## src/rtl/bcvt_pkg.sv

```systemverilog
// ----------------------------------------------------------------------------
// bcvt_pkg
// Shared types and constants of the battery charge and voltage tracker.
// ----------------------------------------------------------------------------
package bcvt_pkg;

   localparam int ACC_W      = 58;
   localparam int MPLIER_W   = 16;
   localparam int DVD_W      = 57;
   localparam int DVS_W      = 36;
   localparam int QUO_W      = 33;
   localparam int QUO_NARROW = 15;

   localparam int LEVEL_W = 36;
   localparam int PCT_W   = 15;
   localparam int VOLT_W  = 21;

   localparam logic [LEVEL_W-1:0] FULL_NAH_RESET  = 36'd3750000000;
   localparam logic [LEVEL_W-1:0] NAH_PER_MAH     = 36'd1000000;
   localparam logic [PCT_W-1:0]   PCT_FULL        = 15'd25600;
   localparam logic [PCT_W-1:0]   LOW_SEG_TOP_Q8  = 15'd1792;
   localparam logic [DVD_W-1:0]   PCT_SCALE       = 57'd25600;
   localparam logic [39:0]        ENERGY_SCALE    = 40'd640000;

   localparam logic signed [ACC_W-1:0] P1_LOW  = -58'sd497091;
   localparam logic signed [ACC_W-1:0] P2_LOW  = 58'sd9679667;
   localparam logic signed [ACC_W-1:0] P3_LOW  = 58'sd197132288;
   localparam logic signed [ACC_W-1:0] P1_HIGH = 58'sd4460;
   localparam logic signed [ACC_W-1:0] P2_HIGH = 58'sd15761;
   localparam logic signed [ACC_W-1:0] P3_HIGH = 58'sd239927296;
   localparam logic signed [ACC_W-1:0] VOLT_ROUND = 58'sd8388608;

   typedef enum logic [3:0] {
      ST_IDLE,
      ST_POLY_A,
      ST_POLY_B,
      ST_ENERGY,
      ST_DIVIDE,
      ST_UPDATE,
      ST_PCT_START,
      ST_PCT,
      ST_FINISH
   } state_type;

endpackage

```

## src/rtl/bcvt_mul.sv

```systemverilog
// ----------------------------------------------------------------------------
// bcvt_mul
// Bit-serial shift-and-add multiplier with a preset accumulator, one bit of
// the multiplier per cycle.
// ----------------------------------------------------------------------------
module bcvt_mul (
   input  logic                                   clock,
   input  logic                                   reset,
   input  logic                                   start,
   input  logic signed [bcvt_pkg::ACC_W-1:0]      mcand_init,
   input  logic signed [bcvt_pkg::ACC_W-1:0]      acc_init,
   input  logic        [bcvt_pkg::MPLIER_W-1:0]   mplier_init,
   output logic                                   done,
   output logic signed [bcvt_pkg::ACC_W-1:0]      product
);

   logic signed [bcvt_pkg::ACC_W-1:0]    acc_ff;
   logic signed [bcvt_pkg::ACC_W-1:0]    mcand_ff;
   logic        [bcvt_pkg::MPLIER_W-1:0] mplier_ff;
   logic        [3:0]                    cnt_ff;
   logic                                 busy_ff;
   logic                                 done_ff;

   always_ff @(posedge clock) begin
      if (reset) begin
         busy_ff <= 1'b0;
         done_ff <= 1'b0;
         cnt_ff  <= '0;
      end else begin
         done_ff <= 1'b0;
         if (start) begin
            busy_ff <= 1'b1;
            cnt_ff  <= '0;
         end else if (busy_ff) begin
            cnt_ff <= cnt_ff + 4'd1;
            if (cnt_ff == 4'(bcvt_pkg::MPLIER_W - 1)) begin
               busy_ff <= 1'b0;
               done_ff <= 1'b1;
            end
         end
      end
   end

   always_ff @(posedge clock) begin
      if (start) begin
         acc_ff    <= acc_init;
         mcand_ff  <= mcand_init;
         mplier_ff <= mplier_init;
      end else if (busy_ff) begin
         if (mplier_ff[0]) begin
            acc_ff <= acc_ff + mcand_ff;
         end
         mcand_ff  <= mcand_ff <<< 1;
         mplier_ff <= mplier_ff >> 1;
      end
   end

   assign done    = done_ff;
   assign product = acc_ff;

endmodule

```

## src/rtl/bcvt_div.sv

```systemverilog
// ----------------------------------------------------------------------------
// bcvt_div
// Restoring divider producing one quotient bit per cycle, for either a
// 33-bit or a 15-bit quotient that is known to fit.
// ----------------------------------------------------------------------------
module bcvt_div (
   input  logic                             clock,
   input  logic                             reset,
   input  logic                             start,
   input  logic                             wide,
   input  logic [bcvt_pkg::DVD_W-1:0]       dividend,
   input  logic [bcvt_pkg::DVS_W-1:0]       divisor,
   output logic                             done,
   output logic [bcvt_pkg::QUO_W-1:0]       quotient
);

   logic [bcvt_pkg::DVS_W-1:0] rem_ff;
   logic [bcvt_pkg::DVS_W-1:0] dvs_ff;
   logic [bcvt_pkg::QUO_W-1:0] low_ff;
   logic [bcvt_pkg::QUO_W-1:0] quo_ff;
   logic [5:0]                 cnt_ff;
   logic [5:0]                 limit_ff;
   logic                       busy_ff;
   logic                       done_ff;
   logic [bcvt_pkg::DVS_W:0]   trial;
   logic [bcvt_pkg::DVS_W:0]   diff;
   logic                       qbit;

   assign trial = {rem_ff, low_ff[bcvt_pkg::QUO_W-1]};
   assign diff  = trial - {1'b0, dvs_ff};
   assign qbit  = (trial >= {1'b0, dvs_ff});

   always_ff @(posedge clock) begin
      if (reset) begin
         busy_ff <= 1'b0;
         done_ff <= 1'b0;
         cnt_ff  <= '0;
      end else begin
         done_ff <= 1'b0;
         if (start) begin
            busy_ff <= 1'b1;
            cnt_ff  <= '0;
         end else if (busy_ff) begin
            cnt_ff <= cnt_ff + 6'd1;
            if (cnt_ff == limit_ff) begin
               busy_ff <= 1'b0;
               done_ff <= 1'b1;
            end
         end
      end
   end

   always_ff @(posedge clock) begin
      if (start) begin
         dvs_ff <= divisor;
         quo_ff <= '0;
         if (wide) begin
            rem_ff   <= {12'd0, dividend[56:33]};
            low_ff   <= dividend[32:0];
            limit_ff <= 6'(bcvt_pkg::QUO_W - 1);
         end else begin
            rem_ff   <= dividend[50:15];
            low_ff   <= {dividend[14:0], 18'd0};
            limit_ff <= 6'(bcvt_pkg::QUO_NARROW - 1);
         end
      end else if (busy_ff) begin
         if (qbit) begin
            rem_ff <= diff[bcvt_pkg::DVS_W-1:0];
         end else begin
            rem_ff <= trial[bcvt_pkg::DVS_W-1:0];
         end
         low_ff <= low_ff << 1;
         quo_ff <= {quo_ff[bcvt_pkg::QUO_W-2:0], qbit};
      end
   end

   assign done     = done_ff;
   assign quotient = quo_ff;

endmodule

```

## src/rtl/battery_charge_voltage_tracker.sv

```systemverilog
// ----------------------------------------------------------------------------
// battery_charge_voltage_tracker
// Coulomb-counting fuel gauge: voltage from a quadratic in the charge
// percent, drain from power and duration, level and percent updated.
//
//   Channel   Ports                               Transfer when
//   req       req_power_mw, req_duration_ms       req_valid and req_ready
//   rsp       rsp_* result fields                 rsp_valid and rsp_ready
//   csr       csr_max_capacity_mah                csr_wr_en
//
// A result takes three products of the serial multiplier and a 33-bit
// quotient of the serial divider, then a 15-bit quotient that is skipped
// when the capacity is zero. One item is in work at a time; the next
// request is taken once the result sits in the output register. Reset is
// synchronous and restores a full battery of 3750 mAh.
// ----------------------------------------------------------------------------
module battery_charge_voltage_tracker (
   input  logic        clock,
   input  logic        reset,
   input  logic        req_valid,
   output logic        req_ready,
   input  logic [15:0] req_power_mw,
   input  logic [19:0] req_duration_ms,
   output logic        rsp_valid,
   input  logic        rsp_ready,
   output logic [20:0] rsp_voltage_used_q8,
   output logic [32:0] rsp_consumed_nah,
   output logic [35:0] rsp_remaining_nah,
   output logic [14:0] rsp_charge_pct_q8,
   output logic        rsp_empty_res,
   input  logic        csr_wr_en,
   input  logic [15:0] csr_max_capacity_mah
);

   bcvt_pkg::state_type state_ff;
   bcvt_pkg::state_type state_in;

   logic [bcvt_pkg::LEVEL_W-1:0] den_ff;
   logic [bcvt_pkg::LEVEL_W-1:0] level_ff;
   logic [bcvt_pkg::PCT_W-1:0]   pct_ff;
   logic [15:0]                  power_ff;
   logic [19:0]                  duration_ff;
   logic [bcvt_pkg::VOLT_W-1:0]  volt_ff;
   logic [32:0]                  used_ff;
   logic                         empty_ff;
   logic                         rsp_valid_ff;

   logic                                   mul_start;
   logic signed [bcvt_pkg::ACC_W-1:0]      mul_mcand;
   logic signed [bcvt_pkg::ACC_W-1:0]      mul_acc;
   logic        [bcvt_pkg::MPLIER_W-1:0]   mul_mplier;
   logic                                   mul_done;
   logic signed [bcvt_pkg::ACC_W-1:0]      mul_product;

   logic                                   div_start;
   logic                                   div_wide;
   logic [bcvt_pkg::DVD_W-1:0]             div_dividend;
   logic [bcvt_pkg::DVS_W-1:0]             div_divisor;
   logic                                   div_done;
   logic [bcvt_pkg::QUO_W-1:0]             div_quotient;

   logic                                   volt_load;
   logic                                   used_load;
   logic                                   level_load;
   logic                                   pct_load;
   logic                                   rsp_load;

   logic                                   seg_low;
   logic signed [bcvt_pkg::ACC_W-1:0]      volt_sum;
   logic [23:0]                            nine_volt;
   logic [39:0]                            energy_mcand;
   logic [bcvt_pkg::LEVEL_W-1:0]           used_ext;
   logic [bcvt_pkg::LEVEL_W-1:0]           cfg_den;

   assign seg_low      = (pct_ff <= bcvt_pkg::LOW_SEG_TOP_Q8);
   assign volt_sum     = mul_product + bcvt_pkg::VOLT_ROUND;
   assign nine_volt    = {volt_ff, 3'b000} + 24'(volt_ff);
   assign energy_mcand = 40'(duration_ff) * bcvt_pkg::ENERGY_SCALE;
   assign used_ext     = {3'd0, used_ff};
   assign cfg_den      = 36'(csr_max_capacity_mah) * bcvt_pkg::NAH_PER_MAH;

   bcvt_mul u_mul (
      .clock       (clock),
      .reset       (reset),
      .start       (mul_start),
      .mcand_init  (mul_mcand),
      .acc_init    (mul_acc),
      .mplier_init (mul_mplier),
      .done        (mul_done),
      .product     (mul_product)
   );

   bcvt_div u_div (
      .clock    (clock),
      .reset    (reset),
      .start    (div_start),
      .wide     (div_wide),
      .dividend (div_dividend),
      .divisor  (div_divisor),
      .done     (div_done),
      .quotient (div_quotient)
   );

   always_comb begin
      state_in = state_ff;
      unique case (state_ff)
         bcvt_pkg::ST_IDLE: begin
            if (req_valid) begin
               state_in = bcvt_pkg::ST_POLY_A;
            end
         end
         bcvt_pkg::ST_POLY_A: begin
            if (mul_done) begin
               state_in = bcvt_pkg::ST_POLY_B;
            end
         end
         bcvt_pkg::ST_POLY_B: begin
            if (mul_done) begin
               state_in = bcvt_pkg::ST_ENERGY;
            end
         end
         bcvt_pkg::ST_ENERGY: begin
            if (mul_done) begin
               state_in = bcvt_pkg::ST_DIVIDE;
            end
         end
         bcvt_pkg::ST_DIVIDE: begin
            if (div_done) begin
               state_in = bcvt_pkg::ST_UPDATE;
            end
         end
         bcvt_pkg::ST_UPDATE: begin
            state_in = bcvt_pkg::ST_PCT_START;
         end
         bcvt_pkg::ST_PCT_START: begin
            if (den_ff == '0) begin
               state_in = bcvt_pkg::ST_FINISH;
            end else begin
               state_in = bcvt_pkg::ST_PCT;
            end
         end
         bcvt_pkg::ST_PCT: begin
            if (div_done) begin
               state_in = bcvt_pkg::ST_FINISH;
            end
         end
         bcvt_pkg::ST_FINISH: begin
            if (!rsp_valid_ff || rsp_ready) begin
               state_in = bcvt_pkg::ST_IDLE;
            end
         end
         default: begin
            state_in = bcvt_pkg::ST_IDLE;
         end
      endcase
   end

   always_comb begin
      req_ready    = 1'b0;
      mul_start    = 1'b0;
      mul_mcand    = seg_low ? bcvt_pkg::P1_LOW : bcvt_pkg::P1_HIGH;
      mul_acc      = (seg_low ? bcvt_pkg::P2_LOW : bcvt_pkg::P2_HIGH) <<< 8;
      mul_mplier   = {1'b0, pct_ff};
      div_start    = 1'b0;
      div_wide     = 1'b1;
      div_dividend = mul_product[bcvt_pkg::DVD_W-1:0];
      div_divisor  = {12'd0, nine_volt};
      volt_load    = 1'b0;
      used_load    = 1'b0;
      level_load   = 1'b0;
      pct_load     = 1'b0;
      rsp_load     = 1'b0;
      unique case (state_ff)
         bcvt_pkg::ST_IDLE: begin
            req_ready = 1'b1;
            mul_start = req_valid;
         end
         bcvt_pkg::ST_POLY_A: begin
            mul_start = mul_done;
            mul_mcand = mul_product;
            mul_acc   = (seg_low ? bcvt_pkg::P3_LOW : bcvt_pkg::P3_HIGH) <<< 16;
         end
         bcvt_pkg::ST_POLY_B: begin
            mul_start  = mul_done;
            mul_mcand  = $signed({18'd0, energy_mcand});
            mul_acc    = '0;
            mul_mplier = power_ff;
            volt_load  = mul_done;
         end
         bcvt_pkg::ST_ENERGY: begin
            div_start = mul_done;
         end
         bcvt_pkg::ST_DIVIDE: begin
            used_load = div_done;
         end
         bcvt_pkg::ST_UPDATE: begin
            level_load = 1'b1;
         end
         bcvt_pkg::ST_PCT_START: begin
            div_start    = (den_ff != '0);
            div_wide     = 1'b0;
            div_dividend = 57'(level_ff) * bcvt_pkg::PCT_SCALE;
            div_divisor  = den_ff;
         end
         bcvt_pkg::ST_PCT: begin
            pct_load = div_done;
         end
         bcvt_pkg::ST_FINISH: begin
            rsp_load = !rsp_valid_ff || rsp_ready;
         end
         default: begin
            req_ready = 1'b0;
         end
      endcase
   end

   always_ff @(posedge clock) begin
      if (reset) begin
         state_ff     <= bcvt_pkg::ST_IDLE;
         rsp_valid_ff <= 1'b0;
         den_ff       <= bcvt_pkg::FULL_NAH_RESET;
         level_ff     <= bcvt_pkg::FULL_NAH_RESET;
         pct_ff       <= bcvt_pkg::PCT_FULL;
      end else begin
         state_ff <= state_in;
         if (rsp_load) begin
            rsp_valid_ff <= 1'b1;
         end else if (rsp_ready) begin
            rsp_valid_ff <= 1'b0;
         end
         if (csr_wr_en) begin
            den_ff   <= cfg_den;
            level_ff <= cfg_den;
            pct_ff   <= (csr_max_capacity_mah != 16'd0) ? bcvt_pkg::PCT_FULL : '0;
         end else begin
            if (level_load) begin
               if (used_ext >= level_ff) begin
                  level_ff <= '0;
               end else begin
                  level_ff <= level_ff - used_ext;
               end
            end
            if (pct_load) begin
               pct_ff <= div_quotient[bcvt_pkg::PCT_W-1:0];
            end
         end
      end
   end

   always_ff @(posedge clock) begin
      if (req_valid && req_ready) begin
         power_ff    <= req_power_mw;
         duration_ff <= req_duration_ms;
      end
      if (volt_load) begin
         volt_ff <= volt_sum[44:24];
      end
      if (used_load) begin
         used_ff <= div_quotient;
      end
      if (level_load) begin
         empty_ff <= (used_ext >= level_ff);
      end
      if (rsp_load) begin
         rsp_voltage_used_q8 <= volt_ff;
         rsp_consumed_nah    <= used_ff;
         rsp_remaining_nah   <= level_ff;
         rsp_charge_pct_q8   <= pct_ff;
         rsp_empty_res       <= empty_ff;
      end
   end

   assign rsp_valid = rsp_valid_ff;

endmodule
```

## config.mk

```make
export PLATFORM = sky130hd
export DESIGN_NAME = battery_charge_voltage_tracker
export DESIGN_NICKNAME = d
export VERILOG_FILES = /design/src/rtl/bcvt_pkg.sv /design/src/rtl/bcvt_mul.sv /design/src/rtl/bcvt_div.sv /design/src/rtl/battery_charge_voltage_tracker.sv
export SDC_FILE = /design/constraint.sdc
export NUM_CORES = 2
export LEC_CHECK = 0
export ABC_AREA = 1
export BUFFER_PORTS_ARGS = -buffer_cell sky130_fd_sc_hd__buf_2
export CORE_MARGIN = 1.5
export CORE_UTILIZATION = 45
export DETAILED_ROUTE_END_ITERATION = 8
export PLACE_DENSITY = 0.62
export SLEW_MARGIN = 0
export SYNTH_ARGS = -nofsm -noshare
export SYNTH_HDL_FRONTEND = slang
export SYNTH_HIERARCHICAL = 1
export SYNTH_SLANG_ARGS = --single-unit
export TNS_END_PERCENT = 5
```

## constraint.sdc

```tcl
create_clock -name clock -period 32.9 [get_ports clock]
set_input_delay 1.645 -clock clock [delete_from_list [all_inputs] [get_ports clock]]
set_output_delay 1.645 -clock clock [all_outputs]
set_load 0.1 [all_outputs]
```

# Word level (Yosys, flattened, before mapping)
# Index checks and enable logic that the tools add are counted.
# W data, S select, Z words.
[word_totals] inputBits=57 regBits=573
[op_classes] bitwise=2 addsub=7 n_lt_le_gt_ge=3 n_reduce_logical=21 n_mux=56 n_mul=3 eq_ne=17
[op_table] operator="$mux W58" count=6
[op_table] operator="$mux W36" count=7
[op_table] operator="$pmux W58 S2" count=1
[op_table] operator="$mux W33" count=3
[op_table] operator="$pmux W44 S2" count=1
[op_table] operator="$add A58 B58 Y58" count=1
[op_table] operator="$mux W57" count=1
[op_table] operator="$mux W16" count=3
[op_table] operator="$mux W24" count=2
[op_table] operator="$add A45 B25 Y45 const B" count=1
[op_table] operator="$mux W15" count=3
[op_table] operator="$mul A36 B5 Y41 const B" count=1
[op_table] operator="$ge A37 B36 Y1" count=1
[op_table] operator="$ge A33 B36 Y1" count=1
[op_table] operator="$logic_not A36 Y1" count=1
[op_table] operator="$pmux W4 S9" count=1
[op_table] operator="$reduce_bool A36 Y1" count=1
[op_table] operator="$sub A36 B33 Y36" count=1
[op_table] operator="$sub A36 B36 Y36" count=1
[op_table] operator="$mux W4" count=8
[op_table] operator="$mul A16 B14 Y30 const B" count=1
[op_table] operator="$mul A20 B10 Y30 const B" count=1
[op_table] operator="$mux W27" count=1
[op_table] operator="$add A24 B21 Y24" count=1
[op_table] operator="24 further kinds" count=60

# Logic depth before layout (Yosys ltp)
[depth] word_depth=5 ltp_mapped=25 mapped_depth_nobuf=25

# Modules after synthesis
# The synthesis kept the hierarchy.
[modules_own_cells] mod="battery_charge_voltage_tracker" instances=1 cells_per_inst=3456 area_each_um2=26977.1
[modules_own_cells] mod="bcvt_mul" instances=1 cells_per_inst=1679 area_each_um2=10950.5
[modules_own_cells] mod="bcvt_div" instances=1 cells_per_inst=1159 area_each_um2=9023.7

# Worst setup path before layout
# No wires, ideal clock.
[synth_path] path_kind="input -> register" startpoint="input port rsp_ready" endpoint="register rsp_charge_pct_q8[0], enable pin" path_buffers=0 required_ps=32069 arrival_ps=11651 path_slack_ps=20419 stages=2 path_cell_list="nor2_1 -> nor4_1"
[synth_between] elab_chain_cells=2
[synth_lines] element="start, declared" line="battery_charge_voltage_tracker.sv:25" rtl="input logic rsp_ready,"
[synth_lines] element="$logic_or A1 B1 Y1" line="battery_charge_voltage_tracker.sv:209" rtl="rsp_load = !rsp_valid_ff || rsp_ready;"
[synth_lines] element="$mux W1" line="battery_charge_voltage_tracker.sv:173" rtl="unique case (state_ff)"
[synth_lines] element="via rsp_load" line="battery_charge_voltage_tracker.sv:66" rtl="logic rsp_load;"
[synth_lines] element="end signal, assigned" line="battery_charge_voltage_tracker.sv:268" rtl="rsp_charge_pct_q8 <= pct_ff;"
[synth_lines] element="end, declared" line="battery_charge_voltage_tracker.sv:29" rtl="output logic [14:0] rsp_charge_pct_q8,"
# The timed path passes the listed nets, and every way through them passes these cells.
# A chain may end at the register's enable or synchronous reset.

# Worst setup path after layout
[layout_path] startpoint="input port csr_max_capacity_mah[1]" endpoint="register den_ff[25] (netlist bit)"
[layout_between] elab_chain_cells=1
[layout_lines] element="start, declared" line="battery_charge_voltage_tracker.sv:32" rtl="input logic [15:0] csr_max_capacity_mah"
[layout_lines] element="$mul A16 B14 Y30" line="battery_charge_voltage_tracker.sv:80" rtl="assign cfg_den = 36'(csr_max_capacity_mah) * bcvt_pkg::NAH_PER_MAH;"
[layout_lines] element="end signal, assigned" line="battery_charge_voltage_tracker.sv:221" rtl="den_ff <= bcvt_pkg::FULL_NAH_RESET;"
[layout_lines] element="end signal, assigned" line="battery_charge_voltage_tracker.sv:232" rtl="den_ff <= cfg_den;"
[layout_lines] element="end, declared" line="battery_charge_voltage_tracker.sv:38" rtl="logic [bcvt_pkg::LEVEL_W-1:0] den_ff;"
# No other way between the ends.

==> impl_results.md <==
* Finished Core Util at 49.8%
* Arrival time worst endpoint at 6.50 ns
* Fin crit period at 5.97 ns
* Vias at 41242
* Core ar. at 103000 sq um
* DRC at 0
* Crit path largest cell delay at 0.57 ns
* Grt ovf at 0
* Hold Buf Count CTS at 0
* Final Power at 5.87 mW
* Pins over their slew limit at 0
* Most common cell on crit path: fa_1
* Area after DPL at 49300 sq um
* Slowest stage cell on the critical path: fa_1
* Final non-filler cell total at 7878
* Die height at 325 um
* Placed cells at 7757
* Final hold vios at 0
* Routed wire length at 152000 um
* Leakage at 25.8 nW
* FILL cells at 10330
* Top Ports at 165
* Final nets at 7099
* Final setup fails at 0
* Clock buffer depth at 3
* CTS Buf Count at 67
* Initial Util at 45.3%
* First-pass DRT Iterations at 7
* WL per Instance at 19.2 um
* Peak VDD IR at 0.000144 V
* H-tree depth at 3
* Status: finished clean
* Combinational power share at 67.6%
* Share of power burned in registers at 19.5%
* Min Hold Slack at 0.418 ns
* # rows at 118
* Switching power at 3.17 mW
* Setup TNS at 0 ns
* Setup crit end kind: flop
* WS Path Type: in -> reg
* Yosys warning count at 6
* Antenna Cells at 0
* Gates resized, CTS repair at 0
* Startpoint types: input pin
* Design Area, Final at 51500 sq um
* DP Worst Slack at 26.24 ns
* Max Clock Skew at 0.0497 ns
* Layout cells sized above 1 at 6.79%
* Vias in the first global route at 39848
* Die ar. at 106000 sq um
* Die X-Extent at 325 um
* Worst slew margin at 22.1%
* Class of the worst hold path: reg -> reg
* Clock Sinks at 567
* Cell count after synthesis at 6264
* Via density at 5.24
* CTS Root Cell: clkbuf_16
* Worst-Skew Late Latency at 0.68 ns
* CTS tree: built
* ANT nets after route at 0
* Avg Cell Area, Syn at 7.47 sq um
* I/O Buffers at 164
* GP Congestion at 0.974
* Area of the mapped netlist at 46800 sq um
* Switching Fraction at 54.0%
* Worst-Margin Slew at 1.16 ns
* Worst-path fanout max at 7
* PnR worst setup slack at 26.93 ns
* First-pass GRT wire length at 233000 um
* Max cap viols at 0
* CP Cell Sequence: buf_2 -> inv_1 -> fa_1 -> inv_1 -> fa_1 -> fa_1 -> fa_1 -> ha_1 -> inv_1 -> fa_1 -> inv_1 -> ha_1 -> nand2_1 -> nand2_1 -> o21bai_1 -> a21oi_1 -> o21ai_0 -> o21ai_0 -> o211ai_1
* Largest net degree at the start of global routing at 84
* Internal at 2.70 mW
* Unrepaired setup endpoints after global routing: no
* Pwr dens at 114 nW/um^2
* Clock power frac at 12.9%
* Final Cycle Share at 18.1%
* Worst path required time at 33.43 ns
* Post-CTS Setup Bufs at 0
* Hpwl dp at 122000 um
* Clock transition at path regs at 0.06 ns
* Fmax at 168 MHz
* All-Layer GR Usage at 28.5%
* Iteration-0 DRC count of the detailed router at 3337
* Initial antenna violation count at 2
* Area grow syn2layout at 10.1%
final timing paths:
path	start	to	slack, ns	cells past startpoint
worst min-delay path	u_div/quotient[20]$_SDFFE_PP0P_	used_ff[20]$_DFFE_PP_	0.42	0
worst min register to register	u_div/quotient[20]$_SDFFE_PP0P_	used_ff[20]$_DFFE_PP_	0.42	0
worst max register to register	duration_ff[4]$_DFFE_PP_	u_mul/mcand_ff[39]$_DFFE_PP_	27.66	23
worst max-delay path	csr_max_capacity_mah[1]	den_ff[25]$_SDFFE_PP1P_	26.93	19
routing by layer:
layer | vias to the layer above | share of wire [%] | GRT usage, %
li1 | 20442 | - | -
met1 | 19381 | 45 | 38.8
met2 | 1220 | 47 | 47.8
met3 | 199 | 5.7 | 2.96
met4 | 0 | 2.9 | 8.30
met5 | - | 0 | 0
flip-flops by register name, summed over array words and instances, names as in the netlist, 2 cells and up:
name / cells
rsp_remaining_nah: 36
u_mul/mplier_ff: 16
volt_ff: 21
u_div/low_ff: 33
u_div/rem_ff: 36
u_div/cnt_ff: 6
u_mul/mcand_ff: 57
used_ff: 33
duration_ff: 20
pct_ff: 15
den_ff: 30
rsp_charge_pct_q8: 15
u_div/quotient: 33
power_ff: 16
u_div/limit_ff: 2
rsp_voltage_used_q8: 21
state_ff: 4
u_div/dvs_ff: 36
u_mul/product: 57
u_mul/cnt_ff: 4
level_ff: 36
rsp_consumed_nah: 33
power by group through the flow:
stage,combinational (mW),clock (mW),sequential [mW]
after global placement,3.91,0,1.15
final,3.96,0.758,1.14
after CTS,3.96,0.771,1.14
after detailed placement,3.93,0,1.15
after global routing,4.51,0.795,1.15
after floorplan,2.82,0,1.06
cell usage in the layout, fill, tap and decap left out, types with 133 or more instances in the layout:
master,n
ha_1,459
dfxtp_1,133
inv_1,1170
edfxtp_1,434
o21ai_0,247
nand3_1,300
a21oi_1,299
fa_1,137
nor2_1,414
nand2_1,1863
buf_2,164
final cells by class:
cell class	instances	area [sq um]	share of cell area (%)
clock inverters	40	452	0.877
repair buffers	194	1050	2.03
flip-flops and latches	567	15700	30.5
inverters	1189	4460	8.67
multi-input cells	4427	26300	51.1
well taps	1380	1730	3.35
clock buffers	81	1800	3.50
worst max-delay path: cells and delay by family:
| kind | cells | cell delay (ns) |
|---|---|---|
| AOI/OAI and AO/OA | 5 | 1.10 |
| adders and majority gates | 7 | 3.19 |
| buffers and inverters | 5 | 0.41 |
| and+or+nand+nor | 2 | 0.16 |
(Power assumes the default switching activity.)
